$ cat src/mbet_pkg.sv
// ----------------------------------------------------------------------------
// Mandelbrot escape-time package
// Shared widths, constants and the sequencer state type for the escape-time
// unit and its multiplier.
// ----------------------------------------------------------------------------
`default_nettype none

package mbet_pkg;

    // Coordinate format: signed fixed point.
    localparam int COORD_WIDTH = 32;
    localparam int FRAC_BITS   = 28;

    // Full product width and the widened width used for sums and updates.
    localparam int PROD_WIDTH  = 2 * COORD_WIDTH;
    localparam int ACC_WIDTH   = PROD_WIDTH + 1;

    localparam int COUNT_WIDTH = 16;

    // Escape threshold: |z|^2 > 4, scaled by 2^(2*FRAC_BITS).
    localparam logic [ACC_WIDTH-1:0] ESCAPE_LIMIT =
        ACC_WIDTH'(1) << (2 * FRAC_BITS + 2);

    // Saturation bounds of a coordinate, held at the widened width.
    localparam logic signed [ACC_WIDTH-1:0] COORD_MAX_EXT =
        (ACC_WIDTH'(1) << (COORD_WIDTH - 1)) - ACC_WIDTH'(1);
    localparam logic signed [ACC_WIDTH-1:0] COORD_MIN_EXT =
        -(ACC_WIDTH'(1) << (COORD_WIDTH - 1));

    // Configuration register map.
    localparam int                      PADDR_WIDTH      = 3;
    localparam logic                    REG_ITER_LIMIT   = 1'b0;
    localparam logic [COUNT_WIDTH-1:0]  ITER_LIMIT_RESET = 16'd256;

    typedef enum logic [2:0] {
        ST_IDLE,
        ST_SQ_RE,
        ST_SQ_IM,
        ST_CROSS,
        ST_TEST,
        ST_UPDATE,
        ST_DONE
    } state_t;

endpackage

`default_nettype wire

$ cat src/mbet_mul.sv
// ----------------------------------------------------------------------------
// Shared signed multiplier
// One signed coordinate-by-coordinate multiply with a registered product.
// ----------------------------------------------------------------------------
`default_nettype none

module mbet_mul (
    input  wire logic                                    aclk,
    input  wire logic signed [mbet_pkg::COORD_WIDTH-1:0] op_a,
    input  wire logic signed [mbet_pkg::COORD_WIDTH-1:0] op_b,
    output logic signed [mbet_pkg::PROD_WIDTH-1:0]       product
);

    logic signed [mbet_pkg::PROD_WIDTH-1:0] product_reg;

    always_ff @(posedge aclk) begin
        product_reg <= mbet_pkg::PROD_WIDTH'(op_a) * mbet_pkg::PROD_WIDTH'(op_b);
    end

    assign product = product_reg;

endmodule

`default_nettype wire

$ cat src/mandelbrot_escape_time_unit.sv
// ----------------------------------------------------------------------------
// Mandelbrot escape-time unit
// Iterates z = z*z + c for one point and reports the escape index.
// ----------------------------------------------------------------------------
// The input stream carries one complex point c per transfer, as two signed
// Q3.28 coordinates. The unit starts with z = c and iterates z = z*z + c,
// testing |z|^2 > 4 before each update, and sends one result transfer per
// point: the escape index (or the iteration limit) and an escaped flag.
// The iteration limit is set through the APB port (register 0, reset 256).
//
// One multiplier is shared under a small sequencer. Each iteration runs
// three products (zr*zr, zi*zi, zr*zi) through the registered multiplier,
// an escape test, then the coordinate update with saturation.
// s_tready is high only while no point is being iterated, so a new point
// is accepted only once the previous one has left the sequencer.
//
// Results sit in an output register. The next point is accepted while a
// result still waits there; a finished point whose result cannot be stored
// because the receiver stalls waits in the final state until it is taken.
// Synchronous reset empties the output register, returns the sequencer to
// idle and restores the iteration limit to 256.
// ----------------------------------------------------------------------------
`default_nettype none

module mandelbrot_escape_time_unit (
    input  wire logic                                 aclk,
    input  wire logic                                 aresetn,
    // Input stream
    input  wire logic                                 s_tvalid,
    output logic                                      s_tready,
    input  wire logic [63:0]                          s_tdata,  // [31:0] point_real, [63:32] point_imag
    // Result stream
    output logic                                      m_tvalid,
    input  wire logic                                 m_tready,
    output logic [15:0]                               m_tdata,  // [15:0] escape_count
    output logic                                      m_tuser,  // [0] escaped
    // Configuration port
    input  wire logic                                 psel,
    input  wire logic                                 penable,
    input  wire logic                                 pwrite,
    input  wire logic [mbet_pkg::PADDR_WIDTH-1:0]     paddr,
    input  wire logic [31:0]                          pwdata,
    output logic [31:0]                               prdata,
    output logic                                      pready
);

    localparam int CW = mbet_pkg::COORD_WIDTH;
    localparam int PW = mbet_pkg::PROD_WIDTH;
    localparam int AW = mbet_pkg::ACC_WIDTH;
    localparam int NW = mbet_pkg::COUNT_WIDTH;

    mbet_pkg::state_t state_reg, state_next;

    logic signed [CW-1:0] cr_reg, cr_next;
    logic signed [CW-1:0] ci_reg, ci_next;
    logic signed [CW-1:0] zr_reg, zr_next;
    logic signed [CW-1:0] zi_reg, zi_next;
    logic [NW-1:0]        idx_reg, idx_next;
    logic                 esc_reg, esc_next;
    logic [PW-1:0]        r2_reg, r2_next;
    logic [PW-1:0]        i2_reg, i2_next;
    logic signed [PW-1:0] diff_reg, diff_next;
    logic signed [PW-1:0] cross_reg, cross_next;

    logic                 out_valid_reg, out_valid_next;
    logic [NW-1:0]        out_count_reg, out_count_next;
    logic                 out_escaped_reg, out_escaped_next;

    logic [NW-1:0]        limit_reg, limit_next;

    logic signed [CW-1:0] mul_a, mul_b;
    logic signed [PW-1:0] mul_p;

    logic [AW-1:0]        mag_sum;
    logic signed [AW-1:0] zr_sum, zi_sum;
    logic                 in_fire, cfg_write, cfg_hit;

    // Clamp a widened value to the coordinate range.
    function automatic logic signed [CW-1:0] sat_coord(input logic signed [AW-1:0] v);
        logic signed [CW-1:0] r;
        if (v > mbet_pkg::COORD_MAX_EXT) begin
            r = mbet_pkg::COORD_MAX_EXT[CW-1:0];
        end else if (v < mbet_pkg::COORD_MIN_EXT) begin
            r = mbet_pkg::COORD_MIN_EXT[CW-1:0];
        end else begin
            r = v[CW-1:0];
        end
        return r;
    endfunction

    mbet_mul u_mul (
        .aclk    (aclk),
        .op_a    (mul_a),
        .op_b    (mul_b),
        .product (mul_p)
    );

    assign in_fire   = s_tvalid && s_tready;
    assign s_tready  = (state_reg == mbet_pkg::ST_IDLE);
    assign m_tvalid  = out_valid_reg;
    assign m_tdata   = out_count_reg;
    assign m_tuser   = out_escaped_reg;

    assign pready    = 1'b1;
    assign cfg_hit   = (paddr[2] == mbet_pkg::REG_ITER_LIMIT);
    assign cfg_write = psel && penable && pwrite;
    assign prdata    = cfg_hit ? {16'd0, limit_reg} : 32'd0;

    // Squared magnitude; both squares are non-negative, so no sign is lost.
    assign mag_sum = AW'(r2_reg) + AW'(i2_reg);

    // Floor division by 2^FRAC_BITS is an arithmetic shift. The cross term
    // carries the factor two, so it shifts by one place less.
    assign zr_sum = (AW'(diff_reg) >>> mbet_pkg::FRAC_BITS) + AW'(cr_reg);
    assign zi_sum = (AW'(cross_reg) >>> (mbet_pkg::FRAC_BITS - 1)) + AW'(ci_reg);

    // Operand selection for the shared multiplier.
    always_comb begin
        case (state_reg)
            mbet_pkg::ST_SQ_RE: begin
                mul_a = zr_reg;
                mul_b = zr_reg;
            end
            mbet_pkg::ST_SQ_IM: begin
                mul_a = zi_reg;
                mul_b = zi_reg;
            end
            default: begin
                mul_a = zr_reg;
                mul_b = zi_reg;
            end
        endcase
    end

    always_ff @(posedge aclk) begin
        if (!aresetn) begin
            state_reg     <= mbet_pkg::ST_IDLE;
            out_valid_reg <= 1'b0;
            limit_reg     <= mbet_pkg::ITER_LIMIT_RESET;
        end else begin
            state_reg     <= state_next;
            out_valid_reg <= out_valid_next;
            limit_reg     <= limit_next;
        end
    end

    always_ff @(posedge aclk) begin
        cr_reg          <= cr_next;
        ci_reg          <= ci_next;
        zr_reg          <= zr_next;
        zi_reg          <= zi_next;
        idx_reg         <= idx_next;
        esc_reg         <= esc_next;
        r2_reg          <= r2_next;
        i2_reg          <= i2_next;
        diff_reg        <= diff_next;
        cross_reg       <= cross_next;
        out_count_reg   <= out_count_next;
        out_escaped_reg <= out_escaped_next;
    end

    always_comb begin
        state_next       = state_reg;
        cr_next          = cr_reg;
        ci_next          = ci_reg;
        zr_next          = zr_reg;
        zi_next          = zi_reg;
        idx_next         = idx_reg;
        esc_next         = esc_reg;
        r2_next          = r2_reg;
        i2_next          = i2_reg;
        diff_next        = diff_reg;
        cross_next       = cross_reg;
        out_count_next   = out_count_reg;
        out_escaped_next = out_escaped_reg;
        out_valid_next   = out_valid_reg && !m_tready;
        limit_next       = limit_reg;

        if (cfg_write && cfg_hit) begin
            limit_next = pwdata[NW-1:0];
        end

        case (state_reg)
            mbet_pkg::ST_IDLE: begin
                if (in_fire) begin
                    cr_next  = s_tdata[CW-1:0];
                    ci_next  = s_tdata[2*CW-1:CW];
                    zr_next  = s_tdata[CW-1:0];
                    zi_next  = s_tdata[2*CW-1:CW];
                    idx_next = '0;
                    esc_next = 1'b0;
                    // A zero limit runs no iteration at all.
                    if (limit_reg == '0) begin
                        state_next = mbet_pkg::ST_DONE;
                    end else begin
                        state_next = mbet_pkg::ST_SQ_RE;
                    end
                end
            end
            mbet_pkg::ST_SQ_RE: begin
                state_next = mbet_pkg::ST_SQ_IM;
            end
            mbet_pkg::ST_SQ_IM: begin
                r2_next    = mul_p;
                state_next = mbet_pkg::ST_CROSS;
            end
            mbet_pkg::ST_CROSS: begin
                i2_next    = mul_p;
                state_next = mbet_pkg::ST_TEST;
            end
            mbet_pkg::ST_TEST: begin
                cross_next = mul_p;
                diff_next  = $signed(r2_reg) - $signed(i2_reg);
                if (mag_sum > mbet_pkg::ESCAPE_LIMIT) begin
                    esc_next   = 1'b1;
                    state_next = mbet_pkg::ST_DONE;
                end else begin
                    state_next = mbet_pkg::ST_UPDATE;
                end
            end
            mbet_pkg::ST_UPDATE: begin
                zr_next  = sat_coord(zr_sum);
                zi_next  = sat_coord(zi_sum);
                idx_next = idx_reg + NW'(1);
                if (idx_reg + NW'(1) == limit_reg) begin
                    state_next = mbet_pkg::ST_DONE;
                end else begin
                    state_next = mbet_pkg::ST_SQ_RE;
                end
            end
            mbet_pkg::ST_DONE: begin
                // Hand the result over once the output register is free.
                if (!out_valid_reg || m_tready) begin
                    out_valid_next   = 1'b1;
                    out_count_next   = idx_reg;
                    out_escaped_next = esc_reg;
                    state_next       = mbet_pkg::ST_IDLE;
                end
            end
            default: begin
                state_next = mbet_pkg::ST_IDLE;
            end
        endcase
    end

endmodule

`default_nettype wire

$ cat config.mk
export PLATFORM = sky130hd
export DESIGN_NAME = mandelbrot_escape_time_unit
export DESIGN_NICKNAME = d
export VERILOG_FILES = /design/src/mbet_pkg.sv /design/src/mbet_mul.sv /design/src/mandelbrot_escape_time_unit.sv
export SDC_FILE = /design/constraint.sdc
export NUM_CORES = 2
export LEC_CHECK = 0
export BUFFER_PORTS_ARGS = -buffer_cell sky130_fd_sc_hd__buf_2
export CELL_PAD_IN_SITES_DETAIL_PLACEMENT = 1
export CELL_PAD_IN_SITES_GLOBAL_PLACEMENT = 1
export CORE_MARGIN = 5
export CORE_UTILIZATION = 52
export DETAILED_ROUTE_END_ITERATION = 8
export PLACE_DENSITY_LB_ADDON = 0.1
export SYNTH_ARGS = -nofsm -noshare
export SYNTH_HDL_FRONTEND = slang
export SYNTH_HIERARCHICAL = 1
export SYNTH_SLANG_ARGS = --single-unit
$ cat constraint.sdc
create_clock -name aclk -period 12.72 [get_ports aclk]
set_input_delay 2.544 -clock aclk [delete_from_list [all_inputs] [get_ports aclk]]
set_output_delay 2.544 -clock aclk [all_outputs]
set_load 0.005 [all_outputs]
==> results.tsv <==
stage	metric	value	unit
drt	routed_wl	203000	um
worst_hold_path	min_path_cells	0	
cts	cts_max_level	2	
sta	skew	65.3	ps
yosys	ys_dominant_reg_cell	edfxtp_1	
layout	regArea	12600	um^2
setup_path	cp_slowest_cell	fa_1	
place	port-buffer-count	122	
die	core_area	120000	um^2
cts	worst_setup_hold_path_clk_slew	70	ps
sta	period_minus_slack	10380	ps
setup_path	critPathKind	flip-flop to flip-flop	
yosys	synth.distinct_cells	118	
drt	vias	46900	
setup_path	startpoint_type	flip-flop	
worst_hold_path	min_path_type	flip-flop to flip-flop	
yosys	synth_top_area_share	34.4	%
cts	cts_sinks	447	
setup_path	cp.arrival	10830	ps
cts	cts_resized	0	
setup_path	r2r_end	u_mul/product[56]	
layout	area_delta_synth_final	5.17	%
global_route	first_global_vias	51900	
global_route	grt_max_degree	64	
yosys	async_flop_share	0	%
cts	hold_buffers	0	
layout	nets	7869	
drt	antenna_left	0	
place	gp_congestion	0.909	
worst_hold_path	hold_path_startpoint	u_mul/product[8]	
cts	cts_root_buffer	clkbuf_16	
yosys	ys_warn_count	6	
setup_path	path_common_cell	fa_1	
layout	layout-drive-gt1-share	7.07	%
place	hpwlAfterDp	157000	um
sta	tightestPinTransition	1180	ps
drt	drt-initial-drc-count	3483	
global_route	overflow	0	
global_route	grt_pass1_wl	313000	um
job	cap_viol_max_count	0	
drt	vias_per_cell	5.91	
setup_path	reg2reg_depth	28	
layout	fillCellCount	13400	
cts	cts_buffer_depth	3	
die	num_rows	127	
setup_path	cpPeakStageDelay	970	ps
status	outcome	completed	
sta	finalSetupViolations	0	
sta	rsz0062_at_grt	false	
die	die_y	358	um
sta	slew_viol_final	0	
yosys	synth.largest_area_cell	fa_1	
cts	cts_made_buffers	42	
setup_path	critical_path.endpoint_type	flip-flop	
cts	tritoncts	built	
drt	first_pass_iters	6	
die	die_w	358	um
layout	final_cell_mix	1085 x fa_1, 1073 x inv_1, 662 x nand2_1	
die	start_util	52.5	%
die	dieArea	128000	um^2
yosys	synth_edf_count	363	
yosys	avgSynthCellArea	9.90	um^2
worst_hold_path	whs_endpoint	i2_reg[8]	
drt	drc_errors	0	
yosys	synth_area_leaders	fa_1 34%, edfxtp_1 17%, ha_1 7.6%	
yosys	synth-seq-cells	447	
yosys	synth_area	63100	um^2
die	io_pins	158	
cts	clock_latency	620	ps
drt	post_drt_wl_per_cell	25.6	um
setup_path	required	13160	ps
setup_path	critPathMaxFanout	33	
global_route	grt_usage	32.1	%
yosys	ys_seq_area_share	20.0	%
yosys	postSynthCellCount	6368	
sta	hold_viol	0	
global_route	antenna_found_initial	7	
sta	max_slew_margin	21.3	%
layout	mostFrequentLayoutCell	fa_1	
sta	fmax	96.3	MHz
sta	finalSetupTns	0	ps
layout	multi_input_area	45000	um^2
setup_path	r2r_setup_slack	2340	ps
sta	layout_worst_path_cycle_share	81.6	%
setup_path	r2r-start	state_reg[0]	
cts	postCtsSetupBuffers	0	
-- stage by stage --
step	hold slack [ps]	utilization [%]	cells	area [um^2]	setup slack, ps
after floorplan	400	-	6383	63100	2570
after global placement	405	53.9	7861	64800	2590
after detailed placement	415	53.9	7861	64800	2400
after CTS	412	55.2	7938	66300	2390
after global routing	444	55.2	7939	66300	1890
final	431	55.2	7944	66300	2340
-- worst max path at each step --
| stage | startpoint | endpoint |
|---|---|---|
| global placement | state_reg[0] | u_mul/product[56] |
| finish | state_reg[0] | u_mul/product[56] |
| detailed placement | state_reg[0] | u_mul/product[56] |
| floorplan | state_reg[1] | u_mul/product[62] |
| CTS | state_reg[0] | u_mul/product[56] |
| global route | state_reg[0] | u_mul/product[56] |
-- worst max-delay path, delay by kind of cell (launching register included) --
| kind | cells | cell delay [ps] |
|---|---|---|
| adder cells (fa/ha/maj) | 9 | 4890 |
| buffers and inverters | 9 | 2280 |
| AND/OR/NAND/NOR | 6 | 1240 |
| AO/OA/AOI/OAI | 3 | 890 |
| flip-flops | 1 | 560 |
| multiplexers | 1 | 270 |
-- cell families after synthesis --
| group | synth area share [%] |
|---|---|
| AOI/OAI and AO/OA | 10.2 |
| DFF | 20.0 |
| buffers and inverters | 8.89 |
| adders and majority gates | 42.1 |
| xor gates and xnor gates | 2.83 |
| and+or+nand+nor | 14.7 |
| other | 0.0119 |
| muxes | 1.33 |
-- Yosys cell counts, drive strengths merged, types with 31 or more instances --
library cell	number
a21oi	277
nor2	249
dfxtp	84
nor2b	40
a211oi	34
xnor2	129
mux2	68
a311oi	32
nand4	54
o21a	31
fa	1085
o21bai	52
clkbuf	247
edfxtp	363
inv	1095
nand2	664
buf	75
o31ai	44
o21ai	128
nor3	55
a221o	40
a21o	98
ha	385
nor4	62
xor2	75
and2	535
nand3	61
-- routing by layer --
metal	routed length, um	global-route usage, %	vias to the layer above
met5	0	0	-
met4	7700	10.0	0
met3	12900	3.79	358
met2	97500	54.0	1570
li1	-	-	20300
met1	85200	43.8	24700
-- cell type report --
type                       instances  share of cell area, %
multi-input combinational       4516                   67.8
sequential                       447                   19.0
inverter                        1096                   6.22
tap                             1612                   3.04
clock buffer                      48                   1.75
timing repair buffer             190                   1.69
clock inverter                    29                  0.509
antenna                            6                 0.0226
Power is not shown: default switching activity piles up to over one toggle a cycle in this logic, so the estimate is an artifact.
